### config.mk
export PLATFORM = sky130hd
export DESIGN_NAME = alarm_escalation_controller
export DESIGN_NICKNAME = d
export VERILOG_FILES = /design/src/design/aec_pkg.sv /design/src/design/alarm_escalation_controller.sv
export SDC_FILE = /design/constraint.sdc
export NUM_CORES = 1
export LEC_CHECK = 0
export ABC_AREA = 0
export BUFFER_PORTS_ARGS = -buffer_cell sky130_fd_sc_hd__clkbuf_2
export CORE_MARGIN = 3
export CORE_UTILIZATION = 56
export DETAILED_ROUTE_END_ITERATION = 6
export PLACE_DENSITY = 0.77
export RECOVER_POWER = 50
export SYNTH_ARGS = -nofsm -noshare
export SYNTH_HDL_FRONTEND = slang
export SYNTH_SLANG_ARGS = --single-unit
### constraint.sdc
create_clock -name clk -period 6.9 [get_ports clk]
set_clock_uncertainty 0.2 [all_clocks]
set_input_delay 0.69 -clock clk [delete_from_list [all_inputs] [get_ports clk]]
set_output_delay 0.69 -clock clk [all_outputs]
set_load 0.05 [all_outputs]
### src/design/aec_pkg.sv
// Shared types, codes and helpers for the alarm escalation controller.
`timescale 1ns / 1ps

package aec_pkg;

  // Field widths
  localparam int OP_W     = 3;
  localparam int MINUTE_W = 11;
  localparam int CFG_W    = 11;
  localparam int INDEX_W  = 3;
  localparam int CODE_W   = 3;
  localparam int WAIT_W   = 17;
  localparam int BEEP_W   = 3;

  // Event opcodes
  localparam logic [OP_W-1:0] OP_REEVALUATE = 3'd0;
  localparam logic [OP_W-1:0] OP_START      = 3'd1;
  localparam logic [OP_W-1:0] OP_STOP       = 3'd2;
  localparam logic [OP_W-1:0] OP_LINK_LOST  = 3'd3;
  localparam logic [OP_W-1:0] OP_ACK        = 3'd4;
  localparam logic [OP_W-1:0] OP_TICK       = 3'd5;

  // Configuration register indexes
  localparam logic [INDEX_W-1:0] REG_ALERT_ENABLE  = 3'd0;
  localparam logic [INDEX_W-1:0] REG_WINDOW_START  = 3'd1;
  localparam logic [INDEX_W-1:0] REG_WINDOW_END    = 3'd2;
  localparam logic [INDEX_W-1:0] REG_FIRST_DELAY   = 3'd3;
  localparam logic [INDEX_W-1:0] REG_SECOND_DELAY  = 3'd4;
  localparam logic [INDEX_W-1:0] REG_PUSH_ENABLE   = 3'd5;
  localparam logic [INDEX_W-1:0] REG_BUZZER_ENABLE = 3'd6;

  // Reported alert state codes
  localparam logic [CODE_W-1:0] CODE_DISARMED  = 3'd0;
  localparam logic [CODE_W-1:0] CODE_ARMED     = 3'd1;
  localparam logic [CODE_W-1:0] CODE_PENDING   = 3'd2;
  localparam logic [CODE_W-1:0] CODE_PUSH_SENT = 3'd3;
  localparam logic [CODE_W-1:0] CODE_BUZZING   = 3'd4;
  localparam logic [CODE_W-1:0] CODE_ACKED     = 3'd5;

  // Alert state machine, one-hot
  typedef enum logic [5:0] {
    AS_DISARMED  = 6'b000001,
    AS_ARMED     = 6'b000010,
    AS_PENDING   = 6'b000100,
    AS_PUSH_SENT = 6'b001000,
    AS_BUZZING   = 6'b010000,
    AS_ACKED     = 6'b100000
  } alert_t;

  // Escalation phase machine, one-hot
  typedef enum logic [3:0] {
    PH_IDLE   = 4'b0001,
    PH_FIRST  = 4'b0010,
    PH_SECOND = 4'b0100,
    PH_BEEP   = 4'b1000
  } phase_t;

  // Encode the one-hot alert state into its reported code.
  function automatic logic [CODE_W-1:0] alert_code(input alert_t a);
    logic [CODE_W-1:0] code;
    case (a)
      AS_DISARMED:  code = CODE_DISARMED;
      AS_ARMED:     code = CODE_ARMED;
      AS_PENDING:   code = CODE_PENDING;
      AS_PUSH_SENT: code = CODE_PUSH_SENT;
      AS_BUZZING:   code = CODE_BUZZING;
      AS_ACKED:     code = CODE_ACKED;
      default:      code = CODE_DISARMED;
    endcase
    return code;
  endfunction

endpackage

### src/design/alarm_escalation_controller.sv
// Alarm escalation controller: window check, alert state and escalation sequencer.
`timescale 1ns / 1ps

//  Channel  | Direction | Handshake           | Payload
//  ---------+-----------+---------------------+---------------------------------------------
//  in       | input     | in_valid / in_stall | opcode, minute_of_day, clock_valid,
//           |           |                     | therapy_active
//  out      | output    | out_valid/out_stall | alert_state, push_request, beep_pulse,
//           |           |                     | escalation_busy
//  cfg      | input     | cfg_wr_en           | cfg_index, cfg_data
//
// One request is taken per cycle while in_stall is low; its result passes through the input
// register, the combinational update and the result register before it reaches the outputs.
// Reset (synchronous, active high) restores the configuration defaults and the
// disarmed, idle state. A stalled result holds in the result register while one more
// request waits in the input register; further requests are stalled until it moves.

module alarm_escalation_controller #(
  parameter int BEEP_COUNT         = 5,
  parameter int SECONDS_PER_MINUTE = 60
) (
  input  logic                         clk,
  input  logic                         rst,
  // Input channel
  input  logic                         in_valid,
  output logic                         in_stall,
  input  logic [aec_pkg::OP_W-1:0]     opcode,
  input  logic [aec_pkg::MINUTE_W-1:0] minute_of_day,
  input  logic                         clock_valid,
  input  logic                         therapy_active,
  // Output channel
  output logic                         out_valid,
  input  logic                         out_stall,
  output logic [aec_pkg::CODE_W-1:0]   alert_state,
  output logic                         push_request,
  output logic                         beep_pulse,
  output logic                         escalation_busy,
  // Configuration write port
  input  logic                         cfg_wr_en,
  input  logic [aec_pkg::INDEX_W-1:0]  cfg_index,
  input  logic [aec_pkg::CFG_W-1:0]    cfg_data
);

  import aec_pkg::*;

  localparam int SPM_W   = $clog2(SECONDS_PER_MINUTE + 1);
  localparam int LIMIT_W = CFG_W + SPM_W;
  localparam int CMP_W   = (LIMIT_W > WAIT_W) ? LIMIT_W : WAIT_W;

  // Configuration registers
  logic              alert_enable;
  logic [CFG_W-1:0]  window_start;
  logic [CFG_W-1:0]  window_end;
  logic [CFG_W-1:0]  first_delay_minutes;
  logic [CFG_W-1:0]  second_delay_minutes;
  logic              push_enable;
  logic              buzzer_enable;

  // Input register
  logic                in_reg_valid;
  logic [OP_W-1:0]     op_q;
  logic [MINUTE_W-1:0] minute_q;
  logic                clock_valid_q;
  logic                therapy_q;

  // Controller state
  alert_t              current_alert;
  phase_t              escalation_phase;
  logic [WAIT_W-1:0]   seconds_waited;
  logic [BEEP_W-1:0]   beeps_left;

  alert_t              current_alert_next;
  phase_t              escalation_phase_next;
  logic [WAIT_W-1:0]   seconds_waited_next;
  logic [BEEP_W-1:0]   beeps_left_next;
  logic                push_next;
  logic                beep_next;

  logic                advance;
  logic                in_window;
  logic [CFG_W-1:0]    delay_sel;
  logic [LIMIT_W-1:0]  wait_limit;
  logic [WAIT_W-1:0]   seconds_inc;

  // The input register moves on whenever the result register is free or being taken.
  assign advance  = !out_valid || !out_stall;
  assign in_stall = in_reg_valid && !advance;

  // Configuration writes
  always_ff @(posedge clk) begin
    if (rst) begin
      alert_enable         <= 1'b0;
      window_start         <= CFG_W'(1380);
      window_end           <= CFG_W'(360);
      first_delay_minutes  <= CFG_W'(5);
      second_delay_minutes <= CFG_W'(5);
      push_enable          <= 1'b0;
      buzzer_enable        <= 1'b1;
    end else if (cfg_wr_en) begin
      case (cfg_index)
        REG_ALERT_ENABLE:  alert_enable         <= cfg_data[0];
        REG_WINDOW_START:  window_start         <= cfg_data;
        REG_WINDOW_END:    window_end           <= cfg_data;
        REG_FIRST_DELAY:   first_delay_minutes  <= cfg_data;
        REG_SECOND_DELAY:  second_delay_minutes <= cfg_data;
        REG_PUSH_ENABLE:   push_enable          <= cfg_data[0];
        REG_BUZZER_ENABLE: buzzer_enable        <= cfg_data[0];
        default: ;
      endcase
    end
  end

  // Input register
  always_ff @(posedge clk) begin
    if (rst) begin
      in_reg_valid <= 1'b0;
    end else if (!in_stall) begin
      in_reg_valid <= in_valid;
    end
  end

  always_ff @(posedge clk) begin
    if (in_valid && !in_stall) begin
      op_q          <= opcode;
      minute_q      <= minute_of_day;
      clock_valid_q <= clock_valid;
      therapy_q     <= therapy_active;
    end
  end

  // Window check; a window may wrap past midnight, and equal ends mean all day.
  always_comb begin
    if (!clock_valid_q) begin
      in_window = 1'b0;
    end else if (window_start == window_end) begin
      in_window = 1'b1;
    end else if (window_start < window_end) begin
      in_window = (minute_q >= window_start) && (minute_q < window_end);
    end else begin
      in_window = (minute_q >= window_start) || (minute_q < window_end);
    end
  end

  // Delay limit of the current wait phase, in seconds.
  assign delay_sel   = (escalation_phase == PH_FIRST) ? first_delay_minutes
                                                      : second_delay_minutes;
  assign wait_limit  = LIMIT_W'(delay_sel) * LIMIT_W'(SECONDS_PER_MINUTE);
  assign seconds_inc = seconds_waited + WAIT_W'(1);

  // Event handling for one request.
  always_comb begin
    logic do_after_first;
    logic do_buzzer;
    logic do_abort;

    current_alert_next    = current_alert;
    escalation_phase_next = escalation_phase;
    seconds_waited_next   = seconds_waited;
    beeps_left_next       = beeps_left;
    push_next             = 1'b0;
    beep_next             = 1'b0;
    do_after_first        = 1'b0;
    do_buzzer             = 1'b0;
    do_abort              = 1'b0;

    case (op_q)
      OP_REEVALUATE: begin
        if (!alert_enable || !clock_valid_q) begin
          if (current_alert != AS_DISARMED && current_alert != AS_ACKED) begin
            do_abort = 1'b1;
          end
        end else if (in_window && therapy_q && current_alert == AS_DISARMED) begin
          current_alert_next = AS_ARMED;
        end else if (!in_window && current_alert != AS_DISARMED &&
                     current_alert != AS_ACKED) begin
          do_abort = 1'b1;
        end
      end
      OP_START: begin
        if (alert_enable && in_window) begin
          escalation_phase_next = PH_IDLE;
          seconds_waited_next   = '0;
          beeps_left_next       = '0;
          current_alert_next    = AS_ARMED;
        end
      end
      OP_STOP: begin
        if (alert_enable && current_alert == AS_ARMED) begin
          if (!in_window) begin
            current_alert_next = AS_DISARMED;
          end else begin
            current_alert_next    = AS_PENDING;
            escalation_phase_next = PH_FIRST;
            seconds_waited_next   = '0;
            beeps_left_next       = '0;
            do_after_first        = (first_delay_minutes == '0);
          end
        end
      end
      OP_LINK_LOST: begin
        if (alert_enable && current_alert != AS_DISARMED) begin
          do_abort = 1'b1;
        end
      end
      OP_ACK: begin
        if (current_alert != AS_DISARMED && current_alert != AS_ACKED) begin
          escalation_phase_next = PH_IDLE;
          seconds_waited_next   = '0;
          beeps_left_next       = '0;
          current_alert_next    = AS_ACKED;
        end
      end
      OP_TICK: begin
        case (escalation_phase)
          PH_FIRST, PH_SECOND: begin
            seconds_waited_next = seconds_inc;
            if (CMP_W'(seconds_inc) >= CMP_W'(wait_limit)) begin
              if (escalation_phase == PH_FIRST) begin
                do_after_first = 1'b1;
              end else begin
                do_buzzer = 1'b1;
              end
            end else if (!alert_enable || !in_window) begin
              do_abort = 1'b1;
            end
          end
          PH_BEEP: begin
            if (beeps_left != '0) begin
              beep_next       = 1'b1;
              beeps_left_next = beeps_left - BEEP_W'(1);
            end else begin
              escalation_phase_next = PH_IDLE;
              seconds_waited_next   = '0;
              beeps_left_next       = '0;
            end
          end
          default: ;
        endcase
      end
      default: ;
    endcase

    // End of the first wait: push stage, then the second wait or the buzzer.
    if (do_after_first) begin
      if (current_alert_next != AS_PENDING) begin
        escalation_phase_next = PH_IDLE;
        seconds_waited_next   = '0;
        beeps_left_next       = '0;
      end else if (!in_window) begin
        do_abort = 1'b1;
      end else begin
        if (push_enable) begin
          current_alert_next = AS_PUSH_SENT;
          push_next          = 1'b1;
        end
        if (push_enable && buzzer_enable && second_delay_minutes != '0) begin
          if (!alert_enable) begin
            do_abort = 1'b1;
          end else begin
            escalation_phase_next = PH_SECOND;
            seconds_waited_next   = '0;
          end
        end else begin
          do_buzzer = 1'b1;
        end
      end
    end

    // Buzzer stage: first beep at once, the rest on the following ticks.
    if (do_buzzer) begin
      if (!in_window) begin
        do_abort = 1'b1;
      end else if (buzzer_enable) begin
        current_alert_next    = AS_BUZZING;
        beep_next             = 1'b1;
        beeps_left_next       = BEEP_W'(BEEP_COUNT - 1);
        escalation_phase_next = PH_BEEP;
        seconds_waited_next   = '0;
      end else begin
        escalation_phase_next = PH_IDLE;
        seconds_waited_next   = '0;
        beeps_left_next       = '0;
      end
    end

    // Abort ends the sequence and disarms; a push already raised in this step still goes out.
    if (do_abort) begin
      current_alert_next    = AS_DISARMED;
      escalation_phase_next = PH_IDLE;
      seconds_waited_next   = '0;
      beeps_left_next       = '0;
      beep_next             = 1'b0;
    end
  end

  // State update
  always_ff @(posedge clk) begin
    if (rst) begin
      current_alert    <= AS_DISARMED;
      escalation_phase <= PH_IDLE;
      seconds_waited   <= '0;
      beeps_left       <= '0;
    end else if (in_reg_valid && advance) begin
      current_alert    <= current_alert_next;
      escalation_phase <= escalation_phase_next;
      seconds_waited   <= seconds_waited_next;
      beeps_left       <= beeps_left_next;
    end
  end

  // Result register
  always_ff @(posedge clk) begin
    if (rst) begin
      out_valid <= 1'b0;
    end else if (advance) begin
      out_valid <= in_reg_valid;
    end
  end

  always_ff @(posedge clk) begin
    if (in_reg_valid && advance) begin
      alert_state     <= alert_code(current_alert_next);
      push_request    <= push_next;
      beep_pulse      <= beep_next;
      escalation_busy <= (escalation_phase_next != PH_IDLE);
    end
  end

endmodule

==> metrics.md <==
| Metric | Value |
|---|---|
| Largest net degree at the start of global routing | 46 |
| Die X | 118.4 um |
| WL per Instance | 15.09 um |
| Die Area | 14,020 um2 |
| Max Buffers Root-to-Sink | 2 |
| Sequential fraction of the synthesis area | roughly a third |
| Number of global-route vias before repair | 5,928 |
| Diode count | 0 |
| CP peak stage delay | 540 ps |
| Fmax | between 0.15 and 0.2 GHz |
| Row count | 40 |
| Largest area contributor in the netlist | dfxtp_1 |
| Hold Crit Start | window_end[7] |
| Largest cells by area after synthesis | dfxtp_1 (22%), ha_1 (13%), edfxtp_1 (9.3%) |
| Slowest cell on crit path | fa_1 |
| Synth warn | 0 |
| Max Fanout on Critical Path | 5 |
| Fin. Hold Viols | 0 |
| Yosys reg bits | 101 |
| Initial DRC count | around 370 |
| Worst-path clk slew | about 80 ps |
| # fillers | 1,042 |
| Placer Congestion | 0.8939 |
| Crit path kind | reg2reg |
| Placed cell areas | between 7000 and 8000 um2 |
| Worst EP required | between 6000 and 7000 ps |
| Pwr dens | between 150 and 200 nW/um2 |
| Worst path bufs/invs | 4 |
| Core area | between 10,000 and 15,000 um2 |
| Layout cells sized above 1 | between 10% and 20% |
| Post-route ant nets | 0 |
| H-tree depth | 3 |
| First drt pass iteration count | 5 |
| Worst Hold End | window_end[7] |
| Clock Tree Root | clkbuf_16 |
| Synthesis-to-finish area growth | 12.65% |
| Setup TNS | 0 ps |
| Crit path capture type | register |
| Gr ovfl total | 0 |
| Overall global routing resource usage | a little under a quarter |
| Worst skew pair latency | 370 ps |
| CTS tree | done |
| Die Y | between 100 and 150 um |
| CTS sink count | 101 |
| R2r worst-path depth | 29 |
| First-pass GRT wire length | ~27,000 um |
| R2R Path End | alert_state[1] |
| DRC errors left | 0 |
| Max_cap viols | 0 |
| EDFF count, synth | 22 |
| CTS Hold Bufs | 0 |
| Syn avg cell area | 8.323 um2 |
| Hold path cells | 2 |
| Synth top area share | 22.36% |
| WL final | 16,230 um |
| Peak VDD IR | roughly 140 uV |
| Worst Hold Class | reg2reg |
| Hpwl dp | 12,040 um |
| Data arrival, critical path | 6550 ps |
| Cell Area, Synth | 7074 um2 |
| CTS buffer count | 9 |
| Nets | 1,023 |
| Async SR Flop Fraction | 0% |
| Mapped Cells | 850 |
| Main synth FF type | dfxtp_1 |
| Outcome | finished, final reports clean |
| Final number of max-transition violations | 0 |
| Slew @ Worst Pin | approximately 850 ps |
| Count of final setup violators | 0 |
| IO Count | 43 |
| Syn_nets | a little under 1k |
| Vias per std cell | around 5.7 |
| Min Clock Period, post-route | 6556 ps |
| Worst slack at placement | 38.56 ps |
| Reg2reg setup slack | 340 ps |
| Initial Util | a little under 60% |
| Port Buffers | between 40 and 50 |
| Period Utilization, post-route | 95.02% |
| FF-to-FF Start | escalation_phase[3] |
| Synth unique cells | 75 |
| Standby leakage power | roughly 3.5 nW |
| Final worst slack | 343.9 ps |
| CP delay by family, top | adder cells |
| Via count | 6,154 |
| CP startpoint kind | register |
| Crit path depth | 29 |
| Design area | ~8000 um2 |
| Worst relative slew slack | 42.63% |
| Initial antenna violation count | 0 |
## metal layers
layer / vias to the layer above / GRT usage (%) / part of all wire, %
met1: 2858 / 28.70 / 44
met4: 0 / 7.676 / 1.8
met2: 171 / 40.62 / 49
met3: 28 / 4.976 / 5.1
li1: 3097 / - / -
met5: - / 0 / 0
## stage by stage
step / hold slack, ps / util [%] / power (mW) / instances
final: 260.6 / 65.52 / 1.351 / 1075
after global routing: 280.0 / 65.52 / 1.408 / 1075
after CTS: 263.7 / 64.34 / 1.353 / 1067
after global placement: 242.0 / 61.88 / 0.8320 / 1051
after detailed placement: 251.0 / 61.88 / 0.8375 / 1051
after floorplan: 236.3 / - / 0.7812 / 850
## logic make-up after synthesis
family,count (synthesis),synth area share (%)
AOI/OAI and AO/OA,214,19.77
xor gates and xnor gates,35,4.333
adders and majority gates,86,16.80
buffers and inverters,101,5.430
DFF,101,31.69
muxes,14,2.016
and+or+nand+nor,299,19.95
## registers in the layout (all words and copies together) (netlist names)
register,cells
seconds_waited,17
escalation_busy,1
buzzer_enable,1
clock_valid_q,1
alert_enable,1
window_end,11
in_reg_valid,1
beeps_left,3
minute_q,11
op_q,3
beep_pulse,1
window_start,11
push_request,1
out_valid,1
push_enable,1
alert_state,3
therapy_q,1
first_delay_minutes,11
second_delay_minutes,11
current_alert,6
escalation_phase,4
## worst reg2reg max path, delay by kind of cell (launching register included)
kind | cells | cell delay (ps)
compound gates | 12 | 1560
xor+xnor | 1 | 150
fa+ha+maj | 4 | 1800
buf+inv | 4 | 590
flops | 1 | 360
mux | 1 | 340
simple gates | 7 | 1400
## synth_stat cells (6+ instances only)
cell and count:
nand3_1 27, and3_1 12, a21oi_1 77, mux2i_1 12, and2_1 8, nor2_1 47
dfxtp_1 79, edfxtp_1 22, nor4_1 7, ha_1 71, o21ai_0 40, xnor2_1 18
nor3_1 10, o211ai_1 12, fa_1 15, nand2_1 134, xor2_1 17, inv_1 73
nand2b_1 10, nor2b_1 14, clkbuf_1 19, a22o_1 10, o21ai_1 8, a21o_1 9
o21a_1 6, nand4_1 12
## how the worst max path moves through the flow
stage	start	endpoint	slack, ps
global placement	escalation_phase[0]	seconds_waited[1]	250
floorplan	escalation_phase[0]	seconds_waited[11]	110
global route	escalation_phase[3]	alert_state[1]	-70
finish	escalation_phase[3]	alert_state[1]	340
CTS	escalation_phase[0]	seconds_waited[12]	0.4
detailed placement	escalation_phase[0]	seconds_waited[12]	40
## cell usage in the layout (no fill, tap or decap), types with 6 or more instances in the layout
cell,n
xor2_1,17
clkbuf_1,11
o211ai_1,12
dfxtp_1,79
and2_1,7
edfxtp_1,22
clkbuf_16,9
o21ai_0,34
a21o_1,9
nor3_1,10
xnor2_1,18
clkbuf_2,32
mux2i_1,9
nand2_1,134
buf_4,21
a21oi_1,74
a22o_1,10
fa_1,15
nand4_1,12
o21ai_1,12
o21a_1,6
nor2b_1,14
nor2_1,47
and3_1,12
nand2b_1,9
inv_1,72
nand3_1,26
ha_1,71
nor4_1,6
## power breakdown
part	total, mW	leakage (nW)	switching (mW)	internal (mW)
Combinational	0.198	2.51	0.121	0.0763
Sequential	0.633	0.852	0.0142	0.619
Clock	0.520	0.149	0.261	0.260
## cell type report
cell class	count	area, um2	share of cell area [%]
repair buffers	67	389.1	4.883
clock inverters	7	73.82	0.9264
flip-flops and latches	101	2242	28.14
multi-input cells	648	4547	57.06
clock buffers	9	225.2	2.826
well taps	168	210.2	2.638
inverters	75	281.5	3.533
## repair_timing
action | CTS | global route
setup endpoints to repair | 0 | 35
buffers inserted | 0 | 7
resized for setup | 0 | 34
No activity file was read; power rests on OpenSTA's default activity.
